<file path="src/sv/ham6_pkg.sv">
`timescale 1ns / 1ps
// Shared types and codes for the HAM6 pixel encoder.
// No dependencies.
package ham6_pkg;

   localparam int unsigned QUEUE_DEPTH = 2;

   localparam int unsigned PAL_DIST_W = 16;
   localparam int unsigned HAM_DIST_W = 17;

   // channel phase: which channel a pixel may modify
   localparam logic [1:0] PHASE_BLUE    = 2'd0;
   localparam logic [1:0] PHASE_GREEN_A = 2'd1;
   localparam logic [1:0] PHASE_RED     = 2'd2;
   localparam logic [1:0] PHASE_GREEN_B = 2'd3;

   // control field of a HAM code byte
   localparam logic [1:0] CTRL_PALETTE = 2'b00;
   localparam logic [1:0] CTRL_BLUE    = 2'b01;
   localparam logic [1:0] CTRL_RED     = 2'b10;
   localparam logic [1:0] CTRL_GREEN   = 2'b11;

   // classified pixel handed from the front end to the encoder back end
   typedef struct packed {
      logic [23:0]           pixel_rgb;
      logic                  row_start;
      logic [PAL_DIST_W-1:0] pal_dist;
   } ham6_item_type;

endpackage

</file>
<file path="src/sv/ham6_if.sv">
`timescale 1ns / 1ps
// Stream interfaces for the HAM6 pixel encoder: pixel requests and code responses.
// No dependencies.
interface ham6_req_if;
   logic        valid;
   logic        ready;
   logic [23:0] pixel_rgb;
   logic        row_start;

   modport source (output valid, output pixel_rgb, output row_start, input ready);
   modport sink   (input valid, input pixel_rgb, input row_start, output ready);
endinterface

interface ham6_rsp_if;
   logic       valid;
   logic       ready;
   logic [7:0] ham_code;

   modport source (output valid, output ham_code, input ready);
   modport sink   (input valid, input ham_code, output ready);
endinterface

</file>
<file path="src/sv/ham6_front.sv">
`timescale 1ns / 1ps
// Front end: takes pixel transfers and registers them with their palette distance.
// Depends on ham6_pkg and ham6_req_if.
module ham6_front
   import ham6_pkg::*;
(
   input  logic          clock,
   input  logic          reset,
   ham6_req_if.sink      req_if,
   output logic          item_valid,
   input  logic          item_ready,
   output ham6_item_type item
);

   logic          valid_ff, valid_in;
   ham6_item_type item_ff, item_in;
   logic          take;

   logic [6:0]  r_lo, b_lo;
   logic [5:0]  g_lo;
   logic [13:0] r_sq, b_sq;
   logic [11:0] g_sq;

   assign req_if.ready = !reset && (!valid_ff || item_ready);
   assign take         = req_if.valid && req_if.ready;

   assign r_lo = req_if.pixel_rgb[22:16];
   assign g_lo = req_if.pixel_rgb[13:8];
   assign b_lo = req_if.pixel_rgb[6:0];

   always_comb begin
      r_sq = r_lo * r_lo;
      g_sq = g_lo * g_lo;
      b_sq = b_lo * b_lo;
      item_in.pixel_rgb = req_if.pixel_rgb;
      item_in.row_start = req_if.row_start;
      // max sum is 36227, fits in 16 bits
      item_in.pal_dist  = PAL_DIST_W'(r_sq) + PAL_DIST_W'(g_sq) + PAL_DIST_W'(b_sq);
   end

   always_comb begin
      valid_in = valid_ff;
      if (take) begin
         valid_in = 1'b1;
      end else if (item_ready) begin
         valid_in = 1'b0;
      end
   end

   always_ff @(posedge clock) begin
      if (reset) begin
         valid_ff <= 1'b0;
      end else begin
         valid_ff <= valid_in;
      end
   end

   always_ff @(posedge clock) begin
      if (take) begin
         item_ff <= item_in;
      end
   end

   assign item_valid = valid_ff;
   assign item       = item_ff;

endmodule

</file>
<file path="src/sv/ham6_queue.sv">
`timescale 1ns / 1ps
// Short queue of classified pixels between the front end and the back end.
// Depends on ham6_pkg.
module ham6_queue
   import ham6_pkg::*;
#(
   parameter int unsigned DEPTH = QUEUE_DEPTH
) (
   input  logic          clock,
   input  logic          reset,
   input  logic          wr_valid,
   output logic          wr_ready,
   input  ham6_item_type wr_item,
   output logic          rd_valid,
   input  logic          rd_ready,
   output ham6_item_type rd_item
);

   localparam int unsigned PTR_W = (DEPTH > 1) ? $clog2(DEPTH) : 1;
   localparam int unsigned CNT_W = $clog2(DEPTH + 1);

   ham6_item_type    slot_ff [DEPTH];
   logic [PTR_W-1:0] wr_ptr_ff, wr_ptr_in;
   logic [PTR_W-1:0] rd_ptr_ff, rd_ptr_in;
   logic [CNT_W-1:0] count_ff, count_in;
   logic             push, pop;

   assign wr_ready = (count_ff != CNT_W'(DEPTH));
   assign rd_valid = (count_ff != '0);
   assign push     = wr_valid && wr_ready;
   assign pop      = rd_valid && rd_ready;
   assign rd_item  = slot_ff[rd_ptr_ff];

   always_comb begin
      wr_ptr_in = wr_ptr_ff;
      rd_ptr_in = rd_ptr_ff;
      count_in  = count_ff;
      if (push) begin
         wr_ptr_in = (wr_ptr_ff == PTR_W'(DEPTH - 1)) ? '0 : wr_ptr_ff + 1'b1;
      end
      if (pop) begin
         rd_ptr_in = (rd_ptr_ff == PTR_W'(DEPTH - 1)) ? '0 : rd_ptr_ff + 1'b1;
      end
      if (push && !pop) begin
         count_in = count_ff + 1'b1;
      end else if (pop && !push) begin
         count_in = count_ff - 1'b1;
      end
   end

   always_ff @(posedge clock) begin
      if (reset) begin
         wr_ptr_ff <= '0;
         rd_ptr_ff <= '0;
         count_ff  <= '0;
      end else begin
         wr_ptr_ff <= wr_ptr_in;
         rd_ptr_ff <= rd_ptr_in;
         count_ff  <= count_in;
      end
   end

   always_ff @(posedge clock) begin
      if (push) begin
         slot_ff[wr_ptr_ff] <= wr_item;
      end
   end

endmodule

</file>
<file path="src/sv/ham6_back.sv">
`timescale 1ns / 1ps
// Back end: holds the previous colour and phase, picks palette or modify code.
// Depends on ham6_pkg and ham6_rsp_if.
module ham6_back
   import ham6_pkg::*;
(
   input  logic          clock,
   input  logic          reset,
   input  logic          in_valid,
   output logic          in_ready,
   input  ham6_item_type in_item,
   ham6_rsp_if.source    rsp_if
);

   logic [7:0] prev_red_ff, prev_red_in;
   logic [7:0] prev_green_ff, prev_green_in;
   logic [7:0] prev_blue_ff, prev_blue_in;
   logic [1:0] phase_ff, phase_in;
   logic       rsp_valid_ff, rsp_valid_in;
   logic [7:0] code_ff, code_in;

   logic       take;
   logic [7:0] r, g, b;
   logic [7:0] pr, pg, pb;
   logic [1:0] phase;
   logic [7:0] dr, dg, db;
   logic [7:0] op_a, op_b;
   logic [15:0] sq_a, sq_b;
   logic [HAM_DIST_W-1:0] ham_dist;
   logic       use_palette;

   assign in_ready = !rsp_valid_ff || rsp_if.ready;
   assign take     = in_valid && in_ready;

   assign r = in_item.pixel_rgb[23:16];
   assign g = in_item.pixel_rgb[15:8];
   assign b = in_item.pixel_rgb[7:0];

   // row start clears phase and history ahead of this pixel
   assign pr    = in_item.row_start ? 8'd0 : prev_red_ff;
   assign pg    = in_item.row_start ? 8'd0 : prev_green_ff;
   assign pb    = in_item.row_start ? 8'd0 : prev_blue_ff;
   assign phase = in_item.row_start ? PHASE_BLUE : phase_ff;

   assign dr = (r >= pr) ? r - pr : pr - r;
   assign dg = (g >= pg) ? g - pg : pg - g;
   assign db = (b >= pb) ? b - pb : pb - b;

   // the two channels this phase leaves alone
   assign op_a = (phase == PHASE_RED)  ? dg : dr;
   assign op_b = (phase == PHASE_BLUE) ? dg : db;

   always_comb begin
      sq_a        = op_a * op_a;
      sq_b        = op_b * op_b;
      ham_dist    = HAM_DIST_W'(sq_a) + HAM_DIST_W'(sq_b);
      use_palette = HAM_DIST_W'(in_item.pal_dist) < ham_dist;
   end

   always_comb begin
      prev_red_in   = prev_red_ff;
      prev_green_in = prev_green_ff;
      prev_blue_in  = prev_blue_ff;
      phase_in      = phase_ff;
      code_in       = code_ff;
      rsp_valid_in  = rsp_valid_ff;
      if (rsp_if.ready) begin
         rsp_valid_in = 1'b0;
      end
      if (take) begin
         rsp_valid_in  = 1'b1;
         phase_in      = phase + 2'd1;
         prev_red_in   = pr;
         prev_green_in = pg;
         prev_blue_in  = pb;
         if (use_palette) begin
            code_in       = {CTRL_PALETTE, r[7], g[7:6], b[7], 2'b00};
            prev_red_in   = {r[7:6], 6'd0};
            prev_green_in = {g[7:6], 6'd0};
            prev_blue_in  = {b[7:6], 6'd0};
         end else begin
            case (phase)
               PHASE_BLUE: begin
                  code_in      = {CTRL_BLUE, b[7:2]};
                  prev_blue_in = b;
               end
               PHASE_RED: begin
                  code_in     = {CTRL_RED, r[7:2]};
                  prev_red_in = r;
               end
               default: begin
                  code_in       = {CTRL_GREEN, g[7:2]};
                  prev_green_in = g;
               end
            endcase
         end
      end
   end

   always_ff @(posedge clock) begin
      if (reset) begin
         prev_red_ff   <= 8'd0;
         prev_green_ff <= 8'd0;
         prev_blue_ff  <= 8'd0;
         phase_ff      <= PHASE_BLUE;
         rsp_valid_ff  <= 1'b0;
      end else begin
         prev_red_ff   <= prev_red_in;
         prev_green_ff <= prev_green_in;
         prev_blue_ff  <= prev_blue_in;
         phase_ff      <= phase_in;
         rsp_valid_ff  <= rsp_valid_in;
      end
   end

   always_ff @(posedge clock) begin
      code_ff <= code_in;
   end

   assign rsp_if.valid    = rsp_valid_ff;
   assign rsp_if.ham_code = code_ff;

endmodule

</file>
<file path="src/sv/ham6_pixel_encoder.sv">
`timescale 1ns / 1ps
// HAM6 pixel encoder: one RGB pixel in, one HAM code byte out.
// A code is valid after its pixel passes the front register (loaded at the transfer edge),
// a queue slot and the output register. Throughput: one pixel per cycle while the code
// receiver is ready. Synchronous active-high reset clears the history, phase, queue and
// all valid flags; ready stays low while reset is high.
// Depends on ham6_pkg, ham6_if, ham6_front, ham6_queue, ham6_back.
module ham6_pixel_encoder
   import ham6_pkg::*;
#(
   parameter int unsigned QUEUE_DEPTH_P = QUEUE_DEPTH
) (
   input  logic       clock,
   input  logic       reset,
   ham6_req_if.sink   req_if,
   ham6_rsp_if.source rsp_if
);

   logic          fr_valid, fr_ready;
   ham6_item_type fr_item;
   logic          bk_valid, bk_ready;
   ham6_item_type bk_item;

   ham6_front u_front (
      .clock      (clock),
      .reset      (reset),
      .req_if     (req_if),
      .item_valid (fr_valid),
      .item_ready (fr_ready),
      .item       (fr_item)
   );

   ham6_queue #(
      .DEPTH (QUEUE_DEPTH_P)
   ) u_queue (
      .clock    (clock),
      .reset    (reset),
      .wr_valid (fr_valid),
      .wr_ready (fr_ready),
      .wr_item  (fr_item),
      .rd_valid (bk_valid),
      .rd_ready (bk_ready),
      .rd_item  (bk_item)
   );

   ham6_back u_back (
      .clock    (clock),
      .reset    (reset),
      .in_valid (bk_valid),
      .in_ready (bk_ready),
      .in_item  (bk_item),
      .rsp_if   (rsp_if)
   );

endmodule

</file>
<file path="src/flat_wrapper.sv">
// flat-port wrapper written by rule: the top's interface ports become plain ports
module ham6_pixel_encoder_flat import ham6_pkg::*;
#(
   parameter int unsigned QUEUE_DEPTH_P = QUEUE_DEPTH
)
  (clock, reset, req_if_valid, req_if_pixel_rgb, req_if_row_start, req_if_ready, rsp_if_valid, rsp_if_ham_code, rsp_if_ready);
  ham6_req_if req_if_i ();
  ham6_rsp_if rsp_if_i ();
  input  logic clock;
  input  logic reset;
  input wire logic [$bits(req_if_i.valid)-1:0] req_if_valid;
  input wire logic [$bits(req_if_i.pixel_rgb)-1:0] req_if_pixel_rgb;
  input wire logic [$bits(req_if_i.row_start)-1:0] req_if_row_start;
  output wire logic [$bits(req_if_i.ready)-1:0] req_if_ready;
  output wire logic [$bits(rsp_if_i.valid)-1:0] rsp_if_valid;
  output wire logic [$bits(rsp_if_i.ham_code)-1:0] rsp_if_ham_code;
  input wire logic [$bits(rsp_if_i.ready)-1:0] rsp_if_ready;
  assign req_if_i.valid = req_if_valid;
  assign req_if_i.pixel_rgb = req_if_pixel_rgb;
  assign req_if_i.row_start = req_if_row_start;
  assign req_if_ready = req_if_i.ready;
  assign rsp_if_valid = rsp_if_i.valid;
  assign rsp_if_ham_code = rsp_if_i.ham_code;
  assign rsp_if_i.ready = rsp_if_ready;
  ham6_pixel_encoder #(.QUEUE_DEPTH_P(QUEUE_DEPTH_P)) u_core (.clock(clock), .reset(reset), .req_if(req_if_i), .rsp_if(rsp_if_i));
endmodule
</file>
<file path="config.mk">
export PLATFORM = sky130hd
export DESIGN_NAME = ham6_pixel_encoder_flat
export DESIGN_NICKNAME = d
export VERILOG_FILES = /design/src/sv/ham6_pkg.sv /design/src/sv/ham6_if.sv /design/src/sv/ham6_front.sv /design/src/sv/ham6_queue.sv /design/src/sv/ham6_back.sv /design/src/sv/ham6_pixel_encoder.sv /design/src/flat_wrapper.sv
export SDC_FILE = /design/constraint.sdc
export NUM_CORES = 1
export LEC_CHECK = 0
export ABC_AREA = 0
export BUFFER_PORTS_ARGS = -buffer_cell sky130_fd_sc_hd__buf_4
export CORE_ASPECT_RATIO = 1.4
export CORE_MARGIN = 4
export CORE_UTILIZATION = 30
export DETAILED_ROUTE_END_ITERATION = 7
export PLACE_DENSITY = 0.55
export SLEW_MARGIN = 10
export SYNTH_ARGS = -nofsm -noshare
export SYNTH_HDL_FRONTEND = slang
export SYNTH_SLANG_ARGS = --single-unit
</file>
<file path="constraint.sdc">
create_clock -name clock -period 14.14 [get_ports clock]
set_clock_uncertainty 0.05 [all_clocks]
set_input_delay 2.828 -clock clock [delete_from_list [all_inputs] [get_ports clock]]
set_output_delay 2.828 -clock clock [all_outputs]
set_load 0.02 [all_outputs]
</file>
; After elaboration in Yosys (flattened, before gate mapping)
; Memory sizes are Yosys's and may differ from the RTL's. A register that Yosys moved wholly into a read port is not among the register bits.
; Cells that the tools add are included.
[classes]
addsub = 14
n_mul = 5
magnitude_cmp = 4
eq_ne = 2
mux = 29
n_reduce_logical = 19
[op_table]
columns = op, n
row1 = 8-bit 2-to-1 mux, 14
row2 = 8-bit subtractor, 6
row3 = 8-bit by 8-bit multiplier with 16-bit output, 2
row4 = 7-bit by 7-bit multiplier with 14-bit output, 2
row5 = 8-bit >= comparator, 3
row6 = 16-bit by 16-bit adder with 17-bit output, 1
row7 = 16-bit by 17-bit < comparator with 1-bit output, 1
row8 = 15-bit by 14-bit adder with 16-bit output, 1
row9 = 8-bit one-hot mux with 2 select lines, 1
row10 = 14-bit by 12-bit adder with 15-bit output, 1
row11 = 6-bit by 6-bit multiplier with 12-bit output, 1
row12 = 1-bit 2-to-1 mux, 10
row13 = 2-bit nonzero test, 4
row14 = 1-bit logical AND, 6
row15 = 2-bit 2-to-1 mux, 3
row16 = 6-bit 2-to-1 mux, 1
row17 = 1-bit logical NOT, 5
row18 = "2-bit by 1-bit adder with 2-bit output, second input constant", 2
row19 = "1-bit adder, second input constant", 2
row20 = "2-bit == test, second input constant", 1
row21 = 2-bit logical NOT, 1
row22 = 1-bit logical OR, 2
row23 = "2-bit inequality test, second input constant", 1
row24 = 2-bit OR reduction, 1
row25 = "2-bit by 1-bit subtractor with 2-bit output, second input constant", 1
[totals]
ff_bits = 81
ram_bits = 82
in_bits = 29
output_inout_bits = 10
mem_count = 1
[memory_table]
columns = memory, depth, word_bits, rd, rd_ports_with_merged_regs, write_ports, line_no
row1 = u_core.u_queue.slot_ff, 2, 41, 1, 1, 1, ham6_queue.sv:22  ; ham6_item_type slot_ff [DEPTH];

; Longest topological paths before layout
; Gate-level depths: netlist (run 1).
[depth]
ltp_word = 8
ltp_mapped = 47
depth_no_buf = 40

; Modules after synthesis
; From an unflattened synthesis (run 1), not the netlist that was laid out.
[unflattened]
hier_cells = 1534
hier_area_um2 = 15807.7
[modules_own_cells]
columns = mod, instances, cells_per_inst, area_per_inst_um2
row1 = ham6_back, 1, 926, 7614.8
row2 = ham6_front, 1, 456, 5021.1
row3 = ham6_queue, 1, 152, 3171.8

; Worst setup path after synthesis (run 1)
; No wires, ideal clock.
[synth_path]
kind = register to register
startpoint = reg with a tool-made name
endpoint = reg u_core.u_back.code_ff[5], in the netlist u_core.u_back.rsp_if.ham_code[5] (data pin)
setup_time_ns = 0.259
arrival_ns = 9.908
required_ns = 13.831
slack_ns = 3.924
path_stages_with_launch = 42
path_cell_list = dfxtp_1 buf_6 buf_6 buf_2 buf_2 buf_1 mux2i_1 ha_1 fa_1 nand3b_1 nand2_1 o221ai_1 a21oi_2 mux2i_1 xor2_1 mux2i_4 inv_1 nor2_1 [... 6 more ...] fa_1 inv_1 fa_1 inv_1 ha_1 inv_1 o21ai_0 o311ai_1 nand3b_1 a31oi_1 xor2_1 ha_1 a2111oi_0 a211oi_2 o211ai_2 buf_2 nor2_1 a211o_1
[synth_lines]
columns = item, line_no
row1 = end signal: assignment, ham6_back.sv:117  ; code_ff <= code_in;
row2 = end: declaration, ham6_back.sv:20  ; logic [7:0] code_ff, code_in;

==> results.sh, run 1 <==
export IMPL_synth_warnings=0
export IMPL_startpoint_type="flip-flop"
export IMPL_grt_pass1_vias=11300
export IMPL_rsz0062_at_grt="false"
export IMPL_vias=10500
export IMPL_h_tree_depth=4
export IMPL_start_util_pct=30.4
export IMPL_first_pass_iters=5
export IMPL_slowest_delay_ps=710
export IMPL_cts_setup_buffers=0
export IMPL_cp_max_fo=40
export IMPL_layout_common_cells="inv_1 (295), ha_1 (179), fa_1 (163)"
export IMPL_crit_arrival_ps=11760
export IMPL_area_growth_pct=10.5
export IMPL_ys_flop_type="edfxtp_1"
export IMPL_pin_count=39
export IMPL_cp_end_kind="flip-flop"
export IMPL_slew_viol_final=0
export IMPL_synth_edff_count=131
export IMPL_cts_sinks=164
export IMPL_drt_vias_per_instance=4.67
export IMPL_min_path_type="reg2reg"
export IMPL_die_height_um=280
export IMPL_synth_cells=1492
export IMPL_cts_root_buffer="clkbuf_16"
export IMPL_ys_seq_area_share_pct=28.9
export IMPL_grt_ovfl_total=0
export IMPL_fillers=5357
export IMPL_grt_first_pass_wirelength_mm=58.7
export IMPL_ys_async_sr_fraction_pct=0
export IMPL_setup_viol=0
export IMPL_cts_tree="done"
export IMPL_crit_type="reg2reg"
export IMPL_outcome="finished clean"
export IMPL_gp_congestion=0.889
export IMPL_fin_util_pct=33.6
export IMPL_route_detailed_drc=0
export IMPL_wire_per_inst_um=15.8
export IMPL_timing_final_crit_share_pct=81.2
export IMPL_cp_data_required_time_ps=14420
export IMPL_totalNegativeSetupSlack_ps=0
export IMPL_core_um2=52300
export IMPL_dieArea_um2=56700
export IMPL_syn_area_per_cell_um2=10.6
export IMPL_drive_above_1_share_pct=10.3
export IMPL_drt_iter0_markers=411
export IMPL_clkLatencyLatePin_ps=430
export IMPL_port_buffers=38
export IMPL_mostFrequentLayoutCell="inv_1"
export IMPL_grt_util_all_layers_pct=12.9
export IMPL_setup_ws_ps=2660
export IMPL_tightest_slew_ps=1060
export IMPL_dp_slack_ps=2660
export IMPL_hold_buffers=0
export IMPL_ant_nets=0
export IMPL_grt_max_degree=42
export IMPL_wl_mm=35.4
export IMPL_rows=99
export IMPL_die_w_um=202
export IMPL_cts_inserted_buffers=17
export IMPL_cts_resized=0
export IMPL_place_hpwl_mm=29.1
export IMPL_diodes=0
export IMPL_antenna_found_initial=0
export IMPL_hold_viol=0
export IMPL_syn_nets=1863
export IMPL_synth_seq_cells=164
export IMPL_fmaxAchievable_mhz=87.1
export IMPL_crit_slowest_cell="or4_1"
export IMPL_cts_max_path_buffers=2
export IMPL_final_net_count=1897
export IMPL_maxCapViolCount=0
export IMPL_cpMostUsedCell="fa_1"
export IMPL_period_minus_slack_ps=11480
export IMPL_yosysUniqueCellTypes=89
export IMPL_relSlewSlack_pct=28.9
export IMPL_syn_area_um2=15900
export IMPL_clk_pin_slew_ps=60
## worst max-delay path, delay by kind of cell, from the launching register on
family	cells	cell delay, ps
AO/OA/AOI/OAI	11	2580
XOR/XNOR	2	620
adder cells (fa/ha/maj)	10	4350
buffers and inverters	7	970
flip-flops	1	510
multiplexers	3	820
AND/OR/NAND/NOR	6	1420
## logic make-up after synthesis
kind of cell	count (synthesis)	synth area share, %
fa+ha+maj	342	34.7
mux	71	5.08
simple gates	322	10.2
xor+xnor	50	2.81
flops	164	28.9
compound gates	214	10.2
buf+inv	329	8.04
## registers in the layout (all words and copies together) (netlist names), named ones only
name / cells
u_core.u_back.phase_ff: 2
u_core.u_back.prev_blue_ff: 8
u_core.u_back.prev_green_ff: 8
u_core.u_back.prev_red_ff: 8
u_core.u_back.rsp_if.ham_code: 8
u_core.u_back.rsp_if.valid: 1
u_core.u_front.item: 41
u_core.u_front.item_valid: 1
u_core.u_queue.count_ff: 2
u_core.u_queue.rd_ptr_ff: 1
u_core.u_queue.slot_ff: 82
u_core.u_queue.wr_ptr_ff: 1
## final timing paths
kind	startpoint	end	slack, ps	depth (start not counted)
max	flip-flop	u_core.u_back.prev_green_ff[0]$_SDFFE_PP0P_	2660	39
min reg2reg	u_core.u_front.item[35]$_DFFE_PP_	u_core.u_queue.slot_ff[0][35]$_DFFE_PP_	390	0
min	u_core.u_front.item[35]$_DFFE_PP_	u_core.u_queue.slot_ff[0][35]$_DFFE_PP_	390	0
max reg2reg	flip-flop	u_core.u_back.prev_green_ff[0]$_SDFFE_PP0P_	2660	39
## per-stage QoR
step | hold WS [ps] | std cells | cell area, µm²
finish | 390 | 2246 | 17500
global route | 406 | 2246 | 17500
CTS | 394 | 2246 | 17500
detailed placement | 382 | 2214 | 16900
global placement | 372 | 2214 | 16900
floorplan | 371 | 1492 | 15900
## routing by layer
metal	GRT usage [%]	vias to the layer above	share of wire, %
met3	1.56	58	2.2
met1	15.1	5211	41
met2	24.3	160	54
met4	4.34	0	2.8
met5	0	-	0
li1	-	5069	-
## layout make-up
type                            instances  area, µm²  area share (%)
Multi-Input combinational cell        999      10000            57.1
Sequential cell                       164       4600            26.2
Inverter                              301       1130            6.45
Tap cell                              707        885            5.04
Clock buffer                           23        499            2.85
Timing Repair Buffer                   43        323            1.84
Clock inverter                          9       91.3           0.521
## cell usage after synthesis, drive strengths merged (10+ instances only)
library cell / count / area, µm²
clkbuf: 14 / 52.6
o21a: 11 / 82.6
nand3: 13 / 65.1
ha: 179 / 2240
inv: 299 / 1120
nand2: 83 / 319
a221oi: 10 / 106
o211ai: 12 / 105
xnor2: 29 / 262
mux2i: 34 / 382
and2: 41 / 257
nand2b: 13 / 81.3
o21ai: 30 / 150
dfxtp: 33 / 661
a32o: 10 / 100
fa: 163 / 3260
nor2: 86 / 323
a21o: 19 / 143
a211oi: 14 / 115
nor2b: 24 / 150
mux2: 37 / 424
xor2: 21 / 184
edfxtp: 131 / 3930
buf: 14 / 92.6
a21oi: 48 / 263
Power of run 1 is not shown: default switching activity piles up to over one toggle a cycle in this logic, so the estimate is an artifact.
==> inputs of run 2 (changes only) <==
Settings changed: ABC_AREA 0 to 1, PLACE_DENSITY 0.55 to 0.57.
Clock period 14.14 ns to 10.3 ns, I/O delays scaled along.
==> run 2 against run 1 <==
  * Clock-buffer cell count decreased by 4
  * Largest cell class unchanged
  * Highest routed layer unchanged
  * Synthesized area up 1.8%
  * First-iteration DRC count is 64% higher
  * Non-clock buffer count grew 7
==> results.sh, run 2 <==
export IMPL_ys_async_sr_fraction_pct=0
export IMPL_syn_area_per_cell_um2=8.76
export IMPL_startpoint_type="flip-flop"
export IMPL_hold_buffers=0
export IMPL_synth_edff_count=131
export IMPL_die_height_um=283
export IMPL_crit_type="reg2reg"
export IMPL_largest_reg_flops=82
export IMPL_clk_pin_slew_ps=70
export IMPL_place_hpwl_mm=31.5
export IMPL_cp_data_required_time_ps=10420
export IMPL_timing_final_crit_share_pct=92.6
export IMPL_totalNegativeSetupSlack_ps=0
export IMPL_synth_most_common_cell="nand2_1"
export IMPL_wire_per_inst_um=14.6
export IMPL_gp_congestion=0.879
export IMPL_outcome="finished clean"
export IMPL_route_detailed_drc=0
export IMPL_slew_viol_final=0
export IMPL_mostFrequentLayoutCell="nand2_1"
export IMPL_synth_cells=1846
export IMPL_drive_above_1_share_pct=8.44
export IMPL_synth_top_area_share_pct=24.3
export IMPL_cts_inserted_buffers=17
export IMPL_ys_seq_area_share_pct=28.4
export IMPL_synth_area_leader_cell="edfxtp_1"
export IMPL_rsz0062_at_grt="false"
export IMPL_placed_cell_area_um2=17300
export IMPL_ys_flop_type="edfxtp_1"
export IMPL_pin_count=39
export IMPL_core_um2=53300
export IMPL_synth_warnings=0
export IMPL_cts_sinks=164
export IMPL_stdcell_area_um2=17800
export IMPL_cts_max_path_buffers=2
export IMPL_die_w_um=204
export IMPL_layout_cells_non_filler=2609
export IMPL_vias=11800
export IMPL_cts_tree="done"
export IMPL_ant_nets=0
export IMPL_cp_max_fo=29
export IMPL_cts_root_buffer="clkbuf_16"
export IMPL_grt_util_all_layers_pct=13.7
export IMPL_crit_arrival_ps=9670
export IMPL_fillers=5574
export IMPL_first_pass_iters=5
export IMPL_slowest_delay_ps=570
export IMPL_grt_ovfl_total=0
export IMPL_relSlewSlack_pct=19.3
export IMPL_grt_first_pass_wirelength_mm=63.5
export IMPL_fmaxAchievable_mhz=105
export IMPL_fin_util_pct=33.4
export IMPL_grt_max_degree=48
export IMPL_setup_viol=0
export IMPL_cp_end_kind="flip-flop"
export IMPL_layout_common_cells="nand2_1 (386), inv_1 (379), ha_1 (178)"
export IMPL_diodes=0
export IMPL_seqCellArea_um2=4600
export IMPL_syn_nets=2217
export IMPL_tightest_slew_ps=1210
export IMPL_regMostFlops="u_core.u_queue.slot_ff"
export IMPL_multi_input_area_um2=9890
export IMPL_maxCapViolCount=0
export IMPL_h_tree_depth=4
export IMPL_grt_pass1_vias=12600
export IMPL_min_path_type="reg2reg"
export IMPL_drt_vias_per_instance=4.54
export IMPL_synthTopCellsByArea="edfxtp_1 (24%), fa_1 (20%), ha_1 (14%)"
export IMPL_start_util_pct=30.3
export IMPL_dieArea_um2=57700
export IMPL_antenna_found_initial=0
export IMPL_area_growth_pct=10.2
export IMPL_hold_viol=0
export IMPL_crit_slowest_cell="mux2i_1"
export IMPL_synth_commonest_cells="nand2_1 (386), inv_1 (379), ha_1 (179)"
export IMPL_synth_seq_cells=164
export IMPL_rows=100
export IMPL_period_minus_slack_ps=9540
export IMPL_yosysUniqueCellTypes=49
export IMPL_drt_iter0_markers=675
export IMPL_syn_area_um2=16200
export IMPL_port_buffers=38
export IMPL_wl_mm=38.1
export IMPL_final_net_count=2253
export IMPL_dp_cells=2576
export IMPL_clkLatencyLatePin_ps=420
-- run 2: changes by cell type after synthesis, moves of 39 or more --
| cell | previous run | this run |
|---|---|---|
| a21oi_1 | 42 | 96 |
| o21ai_0 | 26 | 74 |
| nand3_1 | 13 | 66 |
| and2_1 | 40 | 1 |
| nand2_1 | 82 | 386 |
| inv_1 | 295 | 379 |
-- run 2: final timing paths --
kind	start	end	slack [ps]	cells past startpoint
setup reg to reg	flip-flop	u_core.u_back.rsp_if.ham_code[2]$_DFFE_PP_	760	45
hold / removal	u_core.u_front.item[22]$_DFFE_PP_	u_core.u_queue.slot_ff[0][22]$_DFFE_PP_	390	0
hold reg to reg	u_core.u_front.item[22]$_DFFE_PP_	u_core.u_queue.slot_ff[0][22]$_DFFE_PP_	390	0
setup / recovery	flip-flop	u_core.u_back.rsp_if.ham_code[2]$_DFFE_PP_	760	45
-- run 2: kinds of logic (layout without fill, tap and decap cells) --
family / count (synthesis) / in the layout / share of synthesized area [%]
simple gates: 637 / 637 / 17.0
buf+inv: 438 / 487 / 10.6
fa+ha+maj: 342 / 342 / 34.0
compound gates: 223 / 223 / 7.65
flops: 164 / 164 / 28.4
xor+xnor: 41 / 41 / 2.22
mux: 1 / 1 / 0.0619
-- run 2: per-stage QoR --
stage                     hold WS (ps)  setup WS [ps]
after CTS                          393            207
after detailed placement           380            239
after global routing               400           28.4
after floorplan                    371           1580
final                              391            758
after global placement             373            361
-- run 2: routing by layer --
metal / vias to the layer above / share of wire, % / GRT usage [%]
met5: - / 0 / 0
li1: 5856 / - / -
met3: 51 / 2.3 / 1.17
met1: 5726 / 42 / 16.3
met2: 209 / 53 / 26.1
met4: 0 / 2.3 / 3.90
-- run 2: repair_timing --
| item | CTS | global route |
|---|---|---|
| endpoints found under the setup margin | 0 | 32 |
| buffers inserted | 0 | 1 |
| hold endpoints to repair | 0 | 0 |
| resized for setup | 0 | 8 |
-- run 2: worst max-delay path: cells and delay by family, from the launching register on --
| family | cells | cell delay, ps |
|---|---|---|
| adders and majority gates | 10 | 4490 |
| and+or+nand+nor | 18 | 1760 |
| buffers and inverters | 11 | 1100 |
| AOI/OAI and AO/OA | 4 | 730 |
| muxes | 1 | 570 |
| DFF | 1 | 410 |
| xor gates and xnor gates | 1 | 160 |
-- run 2: area by class of cell --
| cell class | instances | area share, % |
|---|---|---|
| repair buffers | 50 | 2.11 |
| well taps | 714 | 5.01 |
| flip-flops and latches | 164 | 25.8 |
| inverters | 405 | 8.63 |
| clock inverters | 13 | 0.485 |
| multi-input cells | 1244 | 55.5 |
| clock buffers | 19 | 2.43 |
Power of run 2 is left out for the same reason.
